**src/rtl/dsrcm_pkg.sv**
```systemverilog
// Shared types, codes and helpers for the dual-source raster cell merge unit.
// No dependencies; every other file in rtl/ imports this package.
`default_nettype none

package dsrcm_pkg;

  localparam int CNT_W   = 21;
  localparam int SUM_W   = 45;
  localparam int SQ_W    = 63;
  localparam int LIMIT_W = 24;
  localparam int LIN_W   = 4;
  localparam int CLS_W   = 2;
  localparam int CFG_IDX_W = 2;

  localparam logic [CLS_W-1:0] CLS_ACTIVE  = 2'd0;
  localparam logic [CLS_W-1:0] CLS_OUTSIDE = 2'd1;

  localparam logic [CFG_IDX_W-1:0] CFG_LIMIT      = 2'd0;
  localparam logic [CFG_IDX_W-1:0] CFG_BATHY_FIRST = 2'd1;
  localparam logic [CFG_IDX_W-1:0] CFG_REJECT     = 2'd2;

  localparam logic [LIN_W-1:0] LIN_OUTSIDE        = 4'd0;
  localparam logic [LIN_W-1:0] LIN_EXCLUDED       = 4'd1;
  localparam logic [LIN_W-1:0] LIN_BATHY          = 4'd2;
  localparam logic [LIN_W-1:0] LIN_TOPO           = 4'd3;
  localparam logic [LIN_W-1:0] LIN_OVL_BATHY      = 4'd4;
  localparam logic [LIN_W-1:0] LIN_OVL_BATHY_CONF = 4'd5;
  localparam logic [LIN_W-1:0] LIN_OVL_TOPO       = 4'd6;
  localparam logic [LIN_W-1:0] LIN_OVL_TOPO_CONF  = 4'd7;
  localparam logic [LIN_W-1:0] LIN_UNRESOLVED     = 4'd8;

  localparam logic [LIMIT_W-1:0] LIMIT_RESET = 24'd256;

  typedef struct packed {
    logic             first;
    logic             merged_valid;
    logic [LIN_W-1:0] lineage;
    logic             bump_overlap;
    logic             bump_conflict;
    logic             bump_bathy;
    logic             bump_topo;
    logic             bump_unresolved;
    logic             set_error;
  } cell_flags_t;

  function automatic logic [CNT_W-1:0] cnt_inc(input logic [CNT_W-1:0] cnt);
    logic [CNT_W-1:0] res;
    res = (cnt == {CNT_W{1'b1}}) ? cnt : cnt + 1'b1;
    return res;
  endfunction

endpackage

`default_nettype wire

```
**src/rtl/dsrcm_select.sv**
```systemverilog
// Input register and cell classification stage: difference, magnitude, limit
// check, source choice and lineage. Depends on dsrcm_pkg.
`default_nettype none

module dsrcm_select #(
  parameter int VALUE_BITS = 24
) (
  input  wire                                clk,
  input  wire                                in_load,
  input  wire                                stage_load,
  input  wire                                in_first_cell,
  input  wire  [dsrcm_pkg::CLS_W-1:0]        in_cell_class,
  input  wire                                in_bathy_valid,
  input  wire                                in_topo_valid,
  input  wire  signed [VALUE_BITS-1:0]       in_bathy_value,
  input  wire  signed [VALUE_BITS-1:0]       in_topo_value,
  input  wire  [dsrcm_pkg::LIMIT_W-1:0]      limit,
  input  wire                                bathy_first,
  input  wire                                reject_mode,
  output dsrcm_pkg::cell_flags_t             flags_r,
  output logic signed [VALUE_BITS-1:0]       merged_r,
  output logic signed [VALUE_BITS:0]         diff_r,
  output logic [VALUE_BITS-1:0]              mag_r
);
  import dsrcm_pkg::*;

  localparam int CMP_W = (VALUE_BITS > LIMIT_W) ? VALUE_BITS : LIMIT_W;

  logic                           first_r;
  logic [CLS_W-1:0]               cls_r;
  logic                           bv_r;
  logic                           tv_r;
  logic signed [VALUE_BITS-1:0]   bval_r;
  logic signed [VALUE_BITS-1:0]   tval_r;

  logic signed [VALUE_BITS:0]     tb_diff;
  logic signed [VALUE_BITS:0]     bt_diff;
  logic [VALUE_BITS-1:0]          mag;
  logic                           conflict;
  cell_flags_t                    flags_nxt;
  logic signed [VALUE_BITS-1:0]   merged_nxt;

  always_ff @(posedge clk) begin
    if (in_load) begin
      first_r <= in_first_cell;
      cls_r   <= in_cell_class;
      bv_r    <= in_bathy_valid;
      tv_r    <= in_topo_valid;
      bval_r  <= in_bathy_value;
      tval_r  <= in_topo_value;
    end
  end

  assign tb_diff  = {tval_r[VALUE_BITS-1], tval_r} - {bval_r[VALUE_BITS-1], bval_r};
  assign bt_diff  = {bval_r[VALUE_BITS-1], bval_r} - {tval_r[VALUE_BITS-1], tval_r};
  assign mag      = tb_diff[VALUE_BITS] ? bt_diff[VALUE_BITS-1:0] : tb_diff[VALUE_BITS-1:0];
  assign conflict = CMP_W'(mag) > CMP_W'(limit);

  always_comb begin
    flags_nxt                 = '0;
    flags_nxt.first           = first_r;
    merged_nxt                = '0;
    case (cls_r)
      CLS_ACTIVE: begin
        if (bv_r && tv_r) begin
          flags_nxt.merged_valid  = 1'b1;
          flags_nxt.bump_overlap  = 1'b1;
          flags_nxt.bump_conflict = conflict;
          flags_nxt.set_error     = conflict && reject_mode;
          if (bathy_first) begin
            merged_nxt           = bval_r;
            flags_nxt.bump_bathy = 1'b1;
            flags_nxt.lineage    = conflict ? LIN_OVL_BATHY_CONF : LIN_OVL_BATHY;
          end else begin
            merged_nxt          = tval_r;
            flags_nxt.bump_topo = 1'b1;
            flags_nxt.lineage   = conflict ? LIN_OVL_TOPO_CONF : LIN_OVL_TOPO;
          end
        end else if (bv_r) begin
          merged_nxt             = bval_r;
          flags_nxt.merged_valid = 1'b1;
          flags_nxt.bump_bathy   = 1'b1;
          flags_nxt.lineage      = LIN_BATHY;
        end else if (tv_r) begin
          merged_nxt             = tval_r;
          flags_nxt.merged_valid = 1'b1;
          flags_nxt.bump_topo    = 1'b1;
          flags_nxt.lineage      = LIN_TOPO;
        end else begin
          flags_nxt.bump_unresolved = 1'b1;
          flags_nxt.lineage         = LIN_UNRESOLVED;
        end
      end
      CLS_OUTSIDE: flags_nxt.lineage = LIN_OUTSIDE;
      default:     flags_nxt.lineage = LIN_EXCLUDED;
    endcase
  end

  always_ff @(posedge clk) begin
    if (stage_load) begin
      flags_r  <= flags_nxt;
      merged_r <= merged_nxt;
      diff_r   <= tb_diff;
      mag_r    <= mag;
    end
  end

endmodule

`default_nettype wire

```
**src/rtl/dsrcm_square.sv**
```systemverilog
// Squaring stage: registers the squared overlap difference and carries the
// rest of the cell along. Depends on dsrcm_pkg.
`default_nettype none

module dsrcm_square #(
  parameter int VALUE_BITS = 24
) (
  input  wire                                clk,
  input  wire                                stage_load,
  input  dsrcm_pkg::cell_flags_t             flags,
  input  wire  signed [VALUE_BITS-1:0]       merged,
  input  wire  signed [VALUE_BITS:0]         diff,
  input  wire  [VALUE_BITS-1:0]              mag,
  output dsrcm_pkg::cell_flags_t             flags_r,
  output logic signed [VALUE_BITS-1:0]       merged_r,
  output logic signed [VALUE_BITS:0]         diff_r,
  output logic [VALUE_BITS-1:0]              mag_r,
  output logic [2*VALUE_BITS-1:0]            square_r
);
  import dsrcm_pkg::*;

  logic [2*VALUE_BITS-1:0] square;

  assign square = (2*VALUE_BITS)'(mag) * (2*VALUE_BITS)'(mag);

  always_ff @(posedge clk) begin
    if (stage_load) begin
      flags_r  <= flags;
      merged_r <= merged;
      diff_r   <= diff;
      mag_r    <= mag;
      square_r <= square;
    end
  end

endmodule

`default_nettype wire

```
**src/rtl/dsrcm_stats.sv**
```systemverilog
// Statistics stage and result register: counters, difference sums, peak and
// sticky error, updated as each cell enters the result register. Depends on dsrcm_pkg.
`default_nettype none

module dsrcm_stats #(
  parameter int VALUE_BITS = 24
) (
  input  wire                                clk,
  input  wire                                rst_n,
  input  wire                                out_load,
  input  dsrcm_pkg::cell_flags_t             flags,
  input  wire  signed [VALUE_BITS-1:0]       merged,
  input  wire  signed [VALUE_BITS:0]         diff,
  input  wire  [VALUE_BITS-1:0]              mag,
  input  wire  [2*VALUE_BITS-1:0]            square,
  output logic signed [VALUE_BITS-1:0]       merged_value_r,
  output logic                               merged_valid_r,
  output logic [dsrcm_pkg::LIN_W-1:0]        lineage_r,
  output logic                               error_r,
  output logic [dsrcm_pkg::CNT_W-1:0]        overlap_r,
  output logic [dsrcm_pkg::CNT_W-1:0]        conflict_r,
  output logic [dsrcm_pkg::CNT_W-1:0]        bathy_r,
  output logic [dsrcm_pkg::CNT_W-1:0]        topo_r,
  output logic [dsrcm_pkg::CNT_W-1:0]        unresolved_r,
  output logic signed [dsrcm_pkg::SUM_W-1:0] diff_sum_r,
  output logic [dsrcm_pkg::SQ_W-1:0]         square_sum_r,
  output logic [VALUE_BITS-1:0]              peak_r
);
  import dsrcm_pkg::*;

  localparam int SQ_SUM_W = SQ_W + 2;

  logic                     base_error;
  logic [CNT_W-1:0]         base_overlap;
  logic [CNT_W-1:0]         base_conflict;
  logic [CNT_W-1:0]         base_bathy;
  logic [CNT_W-1:0]         base_topo;
  logic [CNT_W-1:0]         base_unresolved;
  logic signed [SUM_W-1:0]  base_diff_sum;
  logic [SQ_W-1:0]          base_square_sum;
  logic [VALUE_BITS-1:0]    base_peak;
  logic [SQ_SUM_W-1:0]      square_total;

  logic                     error_nxt;
  logic [CNT_W-1:0]         overlap_nxt;
  logic [CNT_W-1:0]         conflict_nxt;
  logic [CNT_W-1:0]         bathy_nxt;
  logic [CNT_W-1:0]         topo_nxt;
  logic [CNT_W-1:0]         unresolved_nxt;
  logic signed [SUM_W-1:0]  diff_sum_nxt;
  logic [SQ_W-1:0]          square_sum_nxt;
  logic [VALUE_BITS-1:0]    peak_nxt;

  // A first cell starts its grid from cleared statistics.
  always_comb begin
    base_error      = flags.first ? 1'b0 : error_r;
    base_overlap    = flags.first ? '0 : overlap_r;
    base_conflict   = flags.first ? '0 : conflict_r;
    base_bathy      = flags.first ? '0 : bathy_r;
    base_topo       = flags.first ? '0 : topo_r;
    base_unresolved = flags.first ? '0 : unresolved_r;
    base_diff_sum   = flags.first ? '0 : diff_sum_r;
    base_square_sum = flags.first ? '0 : square_sum_r;
    base_peak       = flags.first ? '0 : peak_r;
  end

  assign square_total = SQ_SUM_W'(base_square_sum) + SQ_SUM_W'(square);

  always_comb begin
    error_nxt      = base_error | flags.set_error;
    overlap_nxt    = flags.bump_overlap ? cnt_inc(base_overlap) : base_overlap;
    conflict_nxt   = flags.bump_conflict ? cnt_inc(base_conflict) : base_conflict;
    bathy_nxt      = flags.bump_bathy ? cnt_inc(base_bathy) : base_bathy;
    topo_nxt       = flags.bump_topo ? cnt_inc(base_topo) : base_topo;
    unresolved_nxt = flags.bump_unresolved ? cnt_inc(base_unresolved) : base_unresolved;
    diff_sum_nxt   = base_diff_sum;
    square_sum_nxt = base_square_sum;
    peak_nxt       = base_peak;
    if (flags.bump_overlap) begin
      diff_sum_nxt = base_diff_sum + SUM_W'(diff);
      if (square_total[SQ_SUM_W-1:SQ_W] != 2'b00) begin
        square_sum_nxt = {SQ_W{1'b1}};
      end else begin
        square_sum_nxt = square_total[SQ_W-1:0];
      end
      if (mag > base_peak) begin
        peak_nxt = mag;
      end
    end
  end

  always_ff @(posedge clk) begin
    if (!rst_n) begin
      error_r      <= 1'b0;
      overlap_r    <= '0;
      conflict_r   <= '0;
      bathy_r      <= '0;
      topo_r       <= '0;
      unresolved_r <= '0;
      diff_sum_r   <= '0;
      square_sum_r <= '0;
      peak_r       <= '0;
    end else if (out_load) begin
      error_r      <= error_nxt;
      overlap_r    <= overlap_nxt;
      conflict_r   <= conflict_nxt;
      bathy_r      <= bathy_nxt;
      topo_r       <= topo_nxt;
      unresolved_r <= unresolved_nxt;
      diff_sum_r   <= diff_sum_nxt;
      square_sum_r <= square_sum_nxt;
      peak_r       <= peak_nxt;
    end
  end

  always_ff @(posedge clk) begin
    if (out_load) begin
      merged_value_r <= merged;
      merged_valid_r <= flags.merged_valid;
      lineage_r      <= flags.lineage;
    end
  end

endmodule

`default_nettype wire

```
**src/rtl/dual_source_raster_cell_merge_unit.sv**
```systemverilog
// Top level of the dual-source raster cell merge unit: configuration registers,
// pipeline valid tracking and the three stage modules. Depends on dsrcm_pkg.
//
//   Channel   Direction  Handshake              Content
//   in_*      input      in_valid / in_stall    one grid cell with two samples
//   out_*     output     out_valid / out_stall  merged cell and running statistics
//   cfg_*     input      cfg_we                 limit, source priority, reject mode
//
// One cell is accepted per cycle while in_stall is low; its result word becomes valid
// once the cell has passed the classify and square registers into the result register.
// The pipeline is input register, classify, square, then statistics update
// into the result register; the running statistics live in that last stage.
// Reset is synchronous; it clears the pipeline and statistics and sets the configuration to its defaults.
// A stall empties bubbles first, so in_stall rises only when every stage is full.
`default_nettype none

module dual_source_raster_cell_merge_unit #(
  parameter int VALUE_BITS = 24
) (
  input  wire                                clk,
  input  wire                                rst_n,
  input  wire                                cfg_we,
  input  wire  [dsrcm_pkg::CFG_IDX_W-1:0]    cfg_index,
  input  wire  [dsrcm_pkg::LIMIT_W-1:0]      cfg_data,
  input  wire                                in_valid,
  output logic                               in_stall,
  input  wire                                in_first_cell,
  input  wire  [dsrcm_pkg::CLS_W-1:0]        in_cell_class,
  input  wire                                in_bathy_valid,
  input  wire                                in_topo_valid,
  input  wire  signed [VALUE_BITS-1:0]       in_bathy_value,
  input  wire  signed [VALUE_BITS-1:0]       in_topo_value,
  output logic                               out_valid,
  input  wire                                out_stall,
  output logic signed [VALUE_BITS-1:0]       out_merged_value,
  output logic                               out_merged_valid,
  output logic [dsrcm_pkg::LIN_W-1:0]        out_lineage_code,
  output logic                               out_reject_error,
  output logic [dsrcm_pkg::CNT_W-1:0]        out_overlap_count,
  output logic [dsrcm_pkg::CNT_W-1:0]        out_conflict_count,
  output logic [dsrcm_pkg::CNT_W-1:0]        out_bathy_selected_count,
  output logic [dsrcm_pkg::CNT_W-1:0]        out_topo_selected_count,
  output logic [dsrcm_pkg::CNT_W-1:0]        out_unresolved_count,
  output logic signed [dsrcm_pkg::SUM_W-1:0] out_diff_sum,
  output logic [dsrcm_pkg::SQ_W-1:0]         out_diff_square_sum,
  output logic [VALUE_BITS-1:0]              out_max_abs_diff
);
  import dsrcm_pkg::*;

  logic [LIMIT_W-1:0]           limit_r;
  logic                         bathy_first_r;
  logic                         reject_r;

  logic                         in_stage_valid_r;
  logic                         sel_stage_valid_r;
  logic                         sq_stage_valid_r;
  logic                         out_valid_r;

  logic                         out_load;
  logic                         sq_load;
  logic                         sel_load;
  logic                         in_load;

  cell_flags_t                  sel_flags;
  logic signed [VALUE_BITS-1:0] sel_merged;
  logic signed [VALUE_BITS:0]   sel_diff;
  logic [VALUE_BITS-1:0]        sel_mag;

  cell_flags_t                  sq_flags;
  logic signed [VALUE_BITS-1:0] sq_merged;
  logic signed [VALUE_BITS:0]   sq_diff;
  logic [VALUE_BITS-1:0]        sq_mag;
  logic [2*VALUE_BITS-1:0]      sq_square;

  always_ff @(posedge clk) begin
    if (!rst_n) begin
      limit_r       <= LIMIT_RESET;
      bathy_first_r <= 1'b1;
      reject_r      <= 1'b0;
    end else if (cfg_we) begin
      case (cfg_index)
        CFG_LIMIT:       limit_r       <= cfg_data;
        CFG_BATHY_FIRST: bathy_first_r <= cfg_data[0];
        CFG_REJECT:      reject_r      <= cfg_data[0];
        default: ;
      endcase
    end
  end

  assign out_load = sq_stage_valid_r && (!out_valid_r || !out_stall);
  assign sq_load  = !sq_stage_valid_r || out_load;
  assign sel_load = !sel_stage_valid_r || sq_load;
  assign in_load  = !in_stage_valid_r || sel_load;
  assign in_stall = !in_load;

  always_ff @(posedge clk) begin
    if (!rst_n) begin
      in_stage_valid_r  <= 1'b0;
      sel_stage_valid_r <= 1'b0;
      sq_stage_valid_r  <= 1'b0;
      out_valid_r       <= 1'b0;
    end else begin
      if (in_load) begin
        in_stage_valid_r <= in_valid;
      end
      if (sel_load) begin
        sel_stage_valid_r <= in_stage_valid_r;
      end
      if (sq_load) begin
        sq_stage_valid_r <= sel_stage_valid_r;
      end
      if (out_load) begin
        out_valid_r <= 1'b1;
      end else if (!out_stall) begin
        out_valid_r <= 1'b0;
      end
    end
  end

  assign out_valid = out_valid_r;

  dsrcm_select #(
    .VALUE_BITS(VALUE_BITS)
  ) u_select (
    .clk            (clk),
    .in_load        (in_load),
    .stage_load     (sel_load),
    .in_first_cell  (in_first_cell),
    .in_cell_class  (in_cell_class),
    .in_bathy_valid (in_bathy_valid),
    .in_topo_valid  (in_topo_valid),
    .in_bathy_value (in_bathy_value),
    .in_topo_value  (in_topo_value),
    .limit          (limit_r),
    .bathy_first    (bathy_first_r),
    .reject_mode    (reject_r),
    .flags_r        (sel_flags),
    .merged_r       (sel_merged),
    .diff_r         (sel_diff),
    .mag_r          (sel_mag)
  );

  dsrcm_square #(
    .VALUE_BITS(VALUE_BITS)
  ) u_square (
    .clk        (clk),
    .stage_load (sq_load),
    .flags      (sel_flags),
    .merged     (sel_merged),
    .diff       (sel_diff),
    .mag        (sel_mag),
    .flags_r    (sq_flags),
    .merged_r   (sq_merged),
    .diff_r     (sq_diff),
    .mag_r      (sq_mag),
    .square_r   (sq_square)
  );

  dsrcm_stats #(
    .VALUE_BITS(VALUE_BITS)
  ) u_stats (
    .clk            (clk),
    .rst_n          (rst_n),
    .out_load       (out_load),
    .flags          (sq_flags),
    .merged         (sq_merged),
    .diff           (sq_diff),
    .mag            (sq_mag),
    .square         (sq_square),
    .merged_value_r (out_merged_value),
    .merged_valid_r (out_merged_valid),
    .lineage_r      (out_lineage_code),
    .error_r        (out_reject_error),
    .overlap_r      (out_overlap_count),
    .conflict_r     (out_conflict_count),
    .bathy_r        (out_bathy_selected_count),
    .topo_r         (out_topo_selected_count),
    .unresolved_r   (out_unresolved_count),
    .diff_sum_r     (out_diff_sum),
    .square_sum_r   (out_diff_square_sum),
    .peak_r         (out_max_abs_diff)
  );

endmodule

`default_nettype wire

```
**config.mk**
```make
export PLATFORM = sky130hd
export DESIGN_NAME = dual_source_raster_cell_merge_unit
export DESIGN_NICKNAME = d
export VERILOG_FILES = /design/src/rtl/dsrcm_pkg.sv /design/src/rtl/dsrcm_select.sv /design/src/rtl/dsrcm_square.sv /design/src/rtl/dsrcm_stats.sv /design/src/rtl/dual_source_raster_cell_merge_unit.sv
export SDC_FILE = /design/constraint.sdc
export NUM_CORES = 2
export LEC_CHECK = 0
export ABC_AREA = 0
export BUFFER_PORTS_ARGS = -buffer_cell sky130_fd_sc_hd__buf_2
export CORE_MARGIN = 4
export CORE_UTILIZATION = 30
export CTS_CLUSTER_SIZE = 8
export DETAILED_ROUTE_END_ITERATION = 8
export GPL_TIMING_DRIVEN = 1
export SETUP_SLACK_MARGIN = 0.3
export SLEW_MARGIN = 25
export SYNTH_ARGS = -nofsm -noshare
export SYNTH_HDL_FRONTEND = slang
export SYNTH_SLANG_ARGS = --single-unit
```
**constraint.sdc**
```tcl
create_clock -name clk -period 9.8 [get_ports clk]
set_input_delay 1.47 -clock clk [delete_from_list [all_inputs] [get_ports clk]]
set_output_delay 1.47 -clock clk [all_outputs]
set_load 0.005 [all_outputs]
```
---- Yosys cells after proc, flatten, opt, wreduce, memory -nomap -nowiden ----
Cells that the tools add are included.
cells by class
  multiplexer cells ....................... 46
  equal/unequal tests ..................... 9
  reduce and logical (&&, ||, !) cells .... 21
  $lt $le $gt $ge ......................... 2
  bitwise gates (word level) .............. 2
  add/sub/neg operators ................... 9
  $mul .................................... 1
operators with widths
  kind                                           number
  2-to-1 mux 21 bit                              15
  2-to-1 mux 24 bit                              8
  2-to-1 mux 63 bit                              3
  adder 21 x 1 -> 21 bit, second input constant  5
  == test 21 bit, second input constant          5
  2-to-1 mux 45 bit                              2
  adder 63 x 48 -> 64 bit                        1
  greater-than comparator 24 bit                 2
  multiplier 24 x 24 -> 48 bit                   1
  adder 45 x 25 -> 45 bit                        1
  subtractor 24 x 24 -> 25 bit                   1
  subtractor 24 bit                              1
  2-to-1 mux 1 bit                               10
  2-to-1 mux 5 bit                               2
  2-to-1 mux 4 bit                               2
  case mux 4 bit (2 select lines)                1
  AND reduction 2 bit                            4
  logical NOT 1 bit                              6
  2-to-1 mux 2 bit                               3
  == test 2 x 1 -> 1 bit, second input constant  2
  logical NOT 2 bit                              2
  logical OR 1 bit                               4
  logical AND 1 bit                              3
  OR reduction 3 bit                             1
  5 further kinds                                5
storage, ports and cells
  register bits ........................... 568
  input bits .............................. 84
  output and inout bits ................... 269

---- Depth between registers and ports, before layout ----
  depth after elaboration ................. 7
  mapped depth ............................ 28
  mapped depth without buffers ............ 27

---- Modules after synthesis ----
Synthesis repeated with hierarchy kept, for this count alone.
unflattened totals
  cell total of the unflattened synthesis .. 4978
  area total of the unflattened synthesis .. 47438.0 um^2
modules (own cells, without submodules)
  module                              instances  cells each  sequential area each (um^2)  area an instance (um^2)
  dsrcm_square                        1          1997        3933.8                       20668.6
  dsrcm_stats                         1          2172        5635.4                       17613.1
  dsrcm_select                        1          676         4113.9                       7910.1
  dual_source_raster_cell_merge_unit  1          133         600.6                        1246.2

---- Least setup slack after synthesis ----
Ideal clock, no wire load.
  kind .................................... flip-flop to flip-flop
  start ................................... register u_select.mag_r[18]
  end ..................................... register u_square.square_r[46], data pin
  arrival time ............................ 6.964 ns
  path slack .............................. 2.572 ns
  clock period less this slack ............ 7.228 ns
  stages on the path, launching flop included .. 27
  required time ........................... 9.536 ns
  setup time .............................. 0.264 ns
  cells stage by stage .................... edfxtp_1 > clkbuf_1 > clkbuf_1 > nand2_1 > fa_1 > inv_1 > fa_1 > inv_1 > fa_1 > fa_1 > inv_1 > fa_1 > fa_1 > inv_1 > fa_1 > inv_1 > ha_1 > a21oi_1 > o21ai_0 > a221oi_1 > o21ai_0 > a22oi_1 > a21oi_1 > o311ai_1 > a31oi_1 > a221oi_1 > xnor2_1
between the ends
  cells in the longest elaborated chain, start to end .. 1
ends and longest elaborated chain
  what                          line                 source
  start, declared               dsrcm_select.sv:23   output logic [VALUE_BITS-1:0] mag_r
  start signal, assigned        dsrcm_select.sv:104  mag_r <= mag;
  multiplier 24 x 24 -> 48 bit  dsrcm_square.sv:24   assign square = (2*VALUE_BITS)'(mag) * (2*VALUE_BITS)'(mag);
  net u_square.square[46]       dsrcm_square.sv:22   logic [2*VALUE_BITS-1:0] square;
  end signal, assigned          dsrcm_square.sv:32   square_r <= square;
  end, declared                 dsrcm_square.sv:18   output logic [2*VALUE_BITS-1:0] square_r
The timed path passes the listed nets, and every way through them passes these cells.
A chain may end at the register's enable or synchronous reset.

---- Worst setup path in the final report ----
  start ................................... register u_select.mag_r[1]
  end ..................................... register u_square.square_r[46], data pin
Same word-level chain as after synthesis.

==> impl_metrics.py <==
metrics = {
    "layout": {
        "regMostFlops": "u_stats.square_sum_r",
        "largest_register_ffs": 63,
        "syn_to_final_growth_pct": 13.6,
        "fill_cells": 15600,
        "final_nets": 6043,
        "drive_gt1_frac": 0.108,
        "stdcell_count": 7261,
        "largest_registers": "u_stats.square_sum_r: 63 flops, u_square.square_r: 47 flops, u_stats.diff_sum_r: 45 flops",
    },
    "sta": {
        "rsz0062_at_grt": "false",
        "worst_slew_pin_slew_ns": 1.10,
        "maxSlewHeadroom": 0.245,
        "drv_slew": 0,
        "fin_skew_ns": 0.0363,
        "setup_viol": 0,
        "timing.fmax_mhz": 122,
        "period_share": 0.840,
        "tns_ns": 0,
        "hold_violations": 0,
        "min_period_ns": 8.23,
    },
    "worst_setup_path": {
        "critPathLaunchType": "register",
        "rr_worst_depth": 25,
        "r2r_start": "u_select.mag_r[1]",
        "slowest_delay_ns": 1.04,
        "path_class": "register to register",
        "arrival_ns": 8.61,
        "reg2reg_to": "u_square.square_r[46]",
        "crit_path_end_kind": "register",
        "cp_slowest_cell": "edfxtp_1",
        "worstPathMaxFanout": 25,
        "worst_path_most_repeated_cell": "fa_1",
        "r2r_slack_ns": 1.57,
        "cp.required_ns": 10.18,
    },
    "clocking": {
        "cts_resized": 0,
        "clk-insertion-delay-late_ns": 0.67,
        "clkTransAtPathRegs_ns": 0.05,
        "h-tree-depth": 3,
        "cts_tree": "built",
        "numCtsBuffers": 83,
        "cts.path.max_buffers": 3,
        "post-cts-setup-buffers": 0,
        "clock_sinks": 564,
        "cts_root_buffer": "clkbuf_16",
        "cts_hold_buf": 0,
    },
    "route": {
        "avgRoutedWirePerCell_um": 19.4,
        "vias": 35500,
        "vias_per_cell": 4.89,
        "wirelength_um": 141000,
        "dr.pass1.iters": 5,
        "drc_errors": 0,
        "ant_nets": 0,
        "drt_iter0_markers": 2414,
    },
    "yosys": {
        "async_flop_share": 0,
        "synth_top_cell_by_area": "edfxtp_1",
        "synth.distinct_cells": 103,
        "synth_top_cells_by_area": "edfxtp_1, fa_1, dfxtp_1",
        "synthCells": 4894,
        "synth_area_per_cell_um2": 9.54,
        "syn-num-nets": 5768,
        "synth_seq_cells": 564,
        "synth_edf_count": 296,
        "yosys_warnings": 0,
        "ys.flop_type": "edfxtp_1",
        "syn_area_mm2": 0.0467,
        "synth_top_area_frac": 0.190,
        "yosysSeqAreaShare": 0.305,
    },
    "place": {
        "numPortBuffers": 352,
        "gp_congestion": 0.900,
        "dpl.cell_count": 7128,
        "post-dp-hpwl_um": 109000,
    },
    "hold_path": {
        "min_path_cells": 0,
        "hp-class": "register to register",
        "holdPathEnd": "u_stats.merged_value_r[23]",
        "worstHoldStart": "u_square.merged_r[23]",
    },
    "flow_run": {
        "max_cap_viol_count": 0,
    },
    "global_route": {
        "grt_pass1_wl_um": 216000,
        "antenna_found_initial": 2,
        "grt_max_degree": 139,
        "grt_overflow_total": 0,
        "track_usage": 0.171,
        "first_global_vias": 35400,
    },
    "die": {
        "rows": 144,
        "dieWidth_um": 403,
        "start_util": 0.302,
        "core-area_mm2": 0.154,
        "die_area_mm2": 0.162,
        "die_h_um": 403,
        "ios": 353,
    },
    "status": {
        "status": "complete, no violations",
    },
}
[layout by cell type (no fill, tap or decap), types with 17 or more instances in the layout]
cell       count
a211oi_1      22
inv_1        690
buf_4         43
nand2b_1      17
a22o_1        52
nor2_1       156
and2_1       240
dfxtp_1      268
buf_2        351
o2bb2ai_1     17
edfxtp_1     296
a21boi_0      49
nand2_1      548
nand4_1       68
clkbuf_16     85
xor2_1        95
clkbuf_1      35
o21a_1        47
a21o_1       131
nor2b_1      163
a21oi_1      217
xnor2_1      145
a31oi_1       30
fa_1         428
o21ai_0      156
a22oi_1       25
and3_1        52
nand3_1       79
ha_1         362
nor3_1        44
o21bai_1      28
[layout make-up]
cell class | count | area (um2) | share of cell area
clock buffers | 123 | 2300 | 0.0433
multi-input cells | 3431 | 29100 | 0.549
flip-flops and latches | 564 | 14300 | 0.269
clock inverters | 8 | 110 | 0.00207
well taps | 2044 | 2560 | 0.0482
diodes | 2 | 5.00 | 0.0000943
inverters | 692 | 2600 | 0.0491
repair buffers | 397 | 2130 | 0.0401
[metrics by stage]
stage                     hold slack [ns]  cell area (um2)   util  setup WS [ns]
final                               0.392            53100  0.344           1.57
after global routing                0.397            53100  0.344           1.20
after CTS                           0.383            53100  0.344           1.56
after detailed placement            0.405            50700  0.328           1.57
after global placement              0.401            50600  0.328           1.73
after floorplan                     0.400            46700      -           2.57
[kinds of logic after synthesis]
family / share of synthesized area
xor gates and xnor gates: 0.0450
DFF: 0.305
muxes: 0.00289
and+or+nand+nor: 0.159
buffers and inverters: 0.0729
AOI/OAI and AO/OA: 0.134
adders and majority gates: 0.280
[metal layers]
| layer | GRT usage | vias up | part of all wire |
|---|---|---|---|
| met5 | 0 | - | 0 |
| met4 | 0.0473 | 0 | 0.027 |
| met3 | 0.0458 | 173 | 0.076 |
| met2 | 0.265 | 929 | 0.44 |
| met1 | 0.234 | 17500 | 0.45 |
| li1 | - | 16900 | - |
[worst max-delay path by stage]
stage | slack [ns] | startpoint | end
global placement | 1.73 | u_select.mag_r[6] | u_square.square_r[46]
global route | 1.20 | u_select.mag_r[1] | u_square.square_r[46]
floorplan | 2.57 | u_select.mag_r[18] | u_square.square_r[46]
detailed placement | 1.57 | u_select.mag_r[1] | u_square.square_r[46]
CTS | 1.56 | u_select.mag_r[1] | u_square.square_r[46]
finish | 1.57 | u_select.mag_r[1] | u_square.square_r[46]
[worst max-delay path, delay by kind of cell (launching register included)]
| kind | cells | cell delay (ns) |
|---|---|---|
| flip-flops | 1 | 1.04 |
| XOR/XNOR | 1 | 0.11 |
| buffers and inverters | 6 | 0.34 |
| AO/OA/AOI/OAI | 9 | 2.15 |
| AND/OR/NAND/NOR | 1 | 0.27 |
| adder cells (fa/ha/maj) | 8 | 4.00 |
[Yosys cell counts (all sizes together) (81+ instances only)]
cell type  instances
a21o             131
a21oi            221
and2             243
clkbuf           178
dfxtp            268
edfxtp           296
fa               428
ha               362
inv              692
nand2            551
nand3             81
nor2             159
nor2b            166
o21ai            163
xnor2            145
xor2              95
Power is left out: the tool's default activity adds up to more than one toggle a clock period on the data nets, which glitch-free logic cannot reach.
